**src/hw/rtl/lla_pkg.sv**
```systemverilog
// ----------------------------------------------------------------------------
// lla_pkg
// Shared constants, codes and types of the Life-like automaton grid.
// ----------------------------------------------------------------------------
`default_nettype none

package lla_pkg;

  localparam int ROWS_DEF    = 64;
  localparam int COLS_DEF    = 64;
  localparam int QUEUE_DEPTH = 2;

  localparam int KIND_W    = 2;
  localparam int COORD_W   = 6;
  localparam int MASK_W    = 9;
  localparam int CFG_IDX_W = 2;
  localparam int CNT_W     = 4;

  localparam logic [MASK_W-1:0] BIRTH_RESET   = 9'd8;
  localparam logic [MASK_W-1:0] SURVIVE_RESET = 9'd12;

  localparam logic [CFG_IDX_W-1:0] CFG_BIRTH   = 2'd0;
  localparam logic [CFG_IDX_W-1:0] CFG_SURVIVE = 2'd1;

  localparam logic [KIND_W-1:0] KIND_KILL   = 2'd0;
  localparam logic [KIND_W-1:0] KIND_REVIVE = 2'd1;
  localparam logic [KIND_W-1:0] KIND_READ   = 2'd2;
  localparam logic [KIND_W-1:0] KIND_STEP   = 2'd3;

  typedef enum logic [2:0] {
    OP_NONE,
    OP_KILL,
    OP_REVIVE,
    OP_READ,
    OP_STEP
  } op_t;

  typedef struct packed {
    op_t                op;
    logic [COORD_W-1:0] row;
    logic [COORD_W-1:0] col;
  } cmd_t;

  typedef enum logic [2:0] {
    BK_CLEAR,
    BK_IDLE,
    BK_READ,
    BK_SWEEP,
    BK_DRAIN,
    BK_DONE
  } back_state_t;

endpackage

`default_nettype wire

```
**src/hw/rtl/lla_fifo.sv**
```systemverilog
// ----------------------------------------------------------------------------
// lla_fifo
// Short command queue between the classifying front and the executing back.
// ----------------------------------------------------------------------------
`default_nettype none

module lla_fifo #(
  parameter int DEPTH = lla_pkg::QUEUE_DEPTH
) (
  input  logic          clk,
  input  logic          rst,
  input  logic          push,
  input  lla_pkg::cmd_t push_cmd,
  output logic          full,
  input  logic          pop,
  output logic          not_empty,
  output lla_pkg::cmd_t head
);

  import lla_pkg::*;

  localparam int PW = (DEPTH > 1) ? $clog2(DEPTH) : 1;
  localparam int CW = $clog2(DEPTH + 1);

  cmd_t          mem [DEPTH];
  logic [PW-1:0] wp;
  logic [PW-1:0] rp;
  logic [CW-1:0] count;

  function automatic logic [PW-1:0] ptr_inc(input logic [PW-1:0] p);
    return (p == PW'(DEPTH - 1)) ? '0 : p + 1'b1;
  endfunction

  assign full      = (count == CW'(DEPTH));
  assign not_empty = (count != '0);
  assign head      = mem[rp];

  always_ff @(posedge clk) begin
    if (push) begin
      mem[wp] <= push_cmd;
    end
    if (rst) begin
      wp    <= '0;
      rp    <= '0;
      count <= '0;
    end else begin
      if (push) begin
        wp <= ptr_inc(wp);
      end
      if (pop) begin
        rp <= ptr_inc(rp);
      end
      if (push && !pop) begin
        count <= count + 1'b1;
      end else if (pop && !push) begin
        count <= count - 1'b1;
      end
    end
  end

endmodule

`default_nettype wire

```
**config.mk**
```make
export PLATFORM = sky130hd
export DESIGN_NAME = lla_fifo
export DESIGN_NICKNAME = d
export VERILOG_FILES = /design/src/hw/rtl/lla_pkg.sv /design/src/hw/rtl/lla_fifo.sv
export SDC_FILE = /design/constraint.sdc
export NUM_CORES = 1
export LEC_CHECK = 0
export BUFFER_PORTS_ARGS = -buffer_cell sky130_fd_sc_hd__buf_4
export CAP_MARGIN = 10
export CORE_MARGIN = 1
export CORE_UTILIZATION = 45
export DETAILED_ROUTE_END_ITERATION = 10
export PLACE_DENSITY = 0.77
export SLEW_MARGIN = 40
export SYNTH_ARGS = -nofsm -noshare
export SYNTH_HDL_FRONTEND = slang
export SYNTH_SLANG_ARGS = --single-unit
```
**constraint.sdc**
```tcl
create_clock -name clk -period 2.2 [get_ports clk]
set_clock_uncertainty 0.15 [all_clocks]
set_input_delay 0.11 -clock clk [delete_from_list [all_inputs] [get_ports clk]]
set_output_delay 0.11 -clock clk [all_outputs]
set_load 0.005 [all_outputs]
```
==> flow_summary.toml <==
[run_status]
outcome = "completed"

[die]
dieArea_um2 = 3090
core_um2 = 2730
rows = 19
io_pins = 36
dieHeight_um = 55.6
start_util = 0.473
die_width_um = 55.6

[drt]
routedWlPerCell_um = 14.3
ant_nets = 0
vias = 780
routed_wl_mm = 2.29
post-route-drc-count = 0
vias_per_cell = 4.88
drt_iter0_markers = 16
dr.pass1.iters = 4

[yosys]
yosysUniqueCellTypes = 17
ys.flop_type = "edfxtp_1"
synth_nets = 89
synth_area_um2 = 1290
syn_avg_cell_area_um2 = 18.7
yosys-top-cells-area = "edfxtp_1, mux2_2, dfxtp_1"
synthArstFlopShare = 0
synth_edf_count = 30
yosys.area.top_type = "edfxtp_1"
ys_ff_latch = 35
syn-instance-count = 69
yosysSeqAreaShare = 0.774
synth_top_area_frac = 0.697
synth.most_common_cell = "edfxtp_1"
synth_warnings = 0
synth_common_cells = "edfxtp_1, mux2_2, dfxtp_1"

[critical_path]
criticalPathCategory = "reg2out"
crit_path_max_fanout = 15
start_kind = "register"
arrival_ns = 1.63
cp-end-kind = "primary output"
worstPathRequired_ns = 1.94

[timing]
finalSetupViolations = 0
slew_violations = 0
worstMarginPinSlew_ns = 0.704
max_freq_ghz = 0.528
post-route-period-util = 0.861
fin_hold_ws_ns = 0.120
rsz0062_at_grt = "no"
tns_ns = 0
hold_violations = 0
relSlewSlack = 0.530
final.min_clock_period_ns = 1.89

[placed_design]
dp_hpwl_mm = 1.44
gp_congestion = 0.647
dp_cells = 134
io_buffers = 35

[power]
pwr_density_cell_nw_per_um2 = 779
combPwrFrac = 0.143
p_sw_frac = 0.209
switchingPower_w = 0.000300
vdd_drop_max_mv = 0.580
p_clk_frac = 0.304
p_int_w = 0.00114
leakage_nw = 0.727
p_seq_frac = 0.553

[layout]
fin_nets = 148
antenna_cells = 0
drive_gt1_frac = 0.465
final_util = 0.675
area_growth_pct = 42.8
fin_cells = 160
num-fill-cells = 193

[cts]
cts.clk_slew.worst_paths_ns = 0.09
cts.sinks = 35
cts.htree.levels = 2
clk_latency_ns = 0.32
cts_resized = 0
cts_tree = "yes"
numCtsBuffers = 5
cts_root_buf = "clkbuf_4"
clock_path_buffers = 2

[global_routing]
antenna_found_initial = 0
grt_pass1_wl_mm = 3.68
first_global_vias = 817
grt.total_usage = 0.164
gr-total-overflow = 0
grt_max_degree = 16

[flow_run]
maxCapViolCount = 0

[hold_path]
min_path_type = "in2reg"
-- cell usage in the layout, fill, tap and decap left out --
cell type	Yosys	layout
clkbuf_4	0	5
dlygate4sd3_1	0	18
or2_2	1	1
buf_4	1	36
xnor2_1	2	2
and2_1	1	1
edfxtp_1	30	30
nor2_1	4	4
o21ai_0	1	1
or3_1	1	1
nor2b_1	1	1
xor2_1	2	2
inv_1	1	1
clkinv_1	0	1
mux2_2	15	15
a21oi_1	1	1
ha_1	1	1
bufinv_16	0	1
and2b_2	1	1
dfxtp_1	5	5
clkinv_2	0	1
-- flip-flops by register name (all words and copies together), names as in the netlist, named ones only --
register,flops
wp,1
mem,30
count,2
rp,1
-- cells by family after synthesis --
logic type,synth area share
buffers and inverters,0.0126
xor gates and xnor gates,0.0271
and+or+nand+nor,0.0378
muxes,0.131
DFF,0.774
AOI/OAI and AO/OA,0.00774
adders and majority gates,0.00968
-- final timing paths --
check             slack [ns]      from  cells past startpoint        end
setup / recovery        0.31  register                      2    head[7]
hold / removal          0.12      push                      4   count[0]
setup reg to reg        0.69        wp                      1  mem[1][3]
hold reg to reg         0.35  count[1]                      2   count[1]
-- cell type report --
| type | count | area, µm² | area share |
|---|---|---|---|
| clock inverters | 3 | 38.8 | 0.0210 |
| inverters | 1 | 3.75 | 0.00203 |
| flip-flops and latches | 35 | 1000 | 0.542 |
| clock buffers | 5 | 37.5 | 0.0203 |
| repair buffers | 54 | 450 | 0.244 |
| well taps | 31 | 38.8 | 0.0210 |
| multi-input cells | 31 | 275 | 0.149 |
-- repair_timing --
action                     4_1_cts  5_1_grt
hold buffers                    18        0
hold endpoints to repair        35        0
buffers inserted                 0        0
setup endpoints to repair        0        0
-- metal layers --
| layer | GRT usage | routed length [µm] | share of wire |
|---|---|---|---|
| met5 | 0 | 0 | 0 |
| met4 | 0.0643 | 42 | 0.018 |
| met3 | 0.0744 | 147 | 0.064 |
| met2 | 0.281 | 1200 | 0.53 |
| met1 | 0.177 | 894 | 0.39 |
-- stage by stage --
| stage | worst slack [ns] | total power, W | area, µm² |
|---|---|---|---|
| 3_3_place_gp | 0.685 | 0.000981 | 1590 |
| 3_5_place_dp | 0.646 | 0.000991 | 1590 |
| 6_report | 0.306 | 0.00144 | 1850 |
| 2_1_floorplan | 0.641 | 0.000888 | 1290 |
| 4_1_cts | 0.279 | 0.00145 | 1850 |
| 5_1_grt | 0.202 | 0.00151 | 1850 |
-- power groups by stage --
stage	clock network, W	logic, W	registers [W]
2_1_floorplan	0	0.0000929	0.000795
3_3_place_gp	0	0.000175	0.000806
3_5_place_dp	0	0.000180	0.000811
4_1_cts	0.000446	0.000207	0.000796
5_1_grt	0.000486	0.000221	0.000801
6_report	0.000437	0.000205	0.000796
-- critical path, stage by stage, from the launching register on --
cell and delay [ns]:
dfxtp_1 0.76, mux2_2 0.41, buf_4 0.13
(Power assumes the default switching activity.)
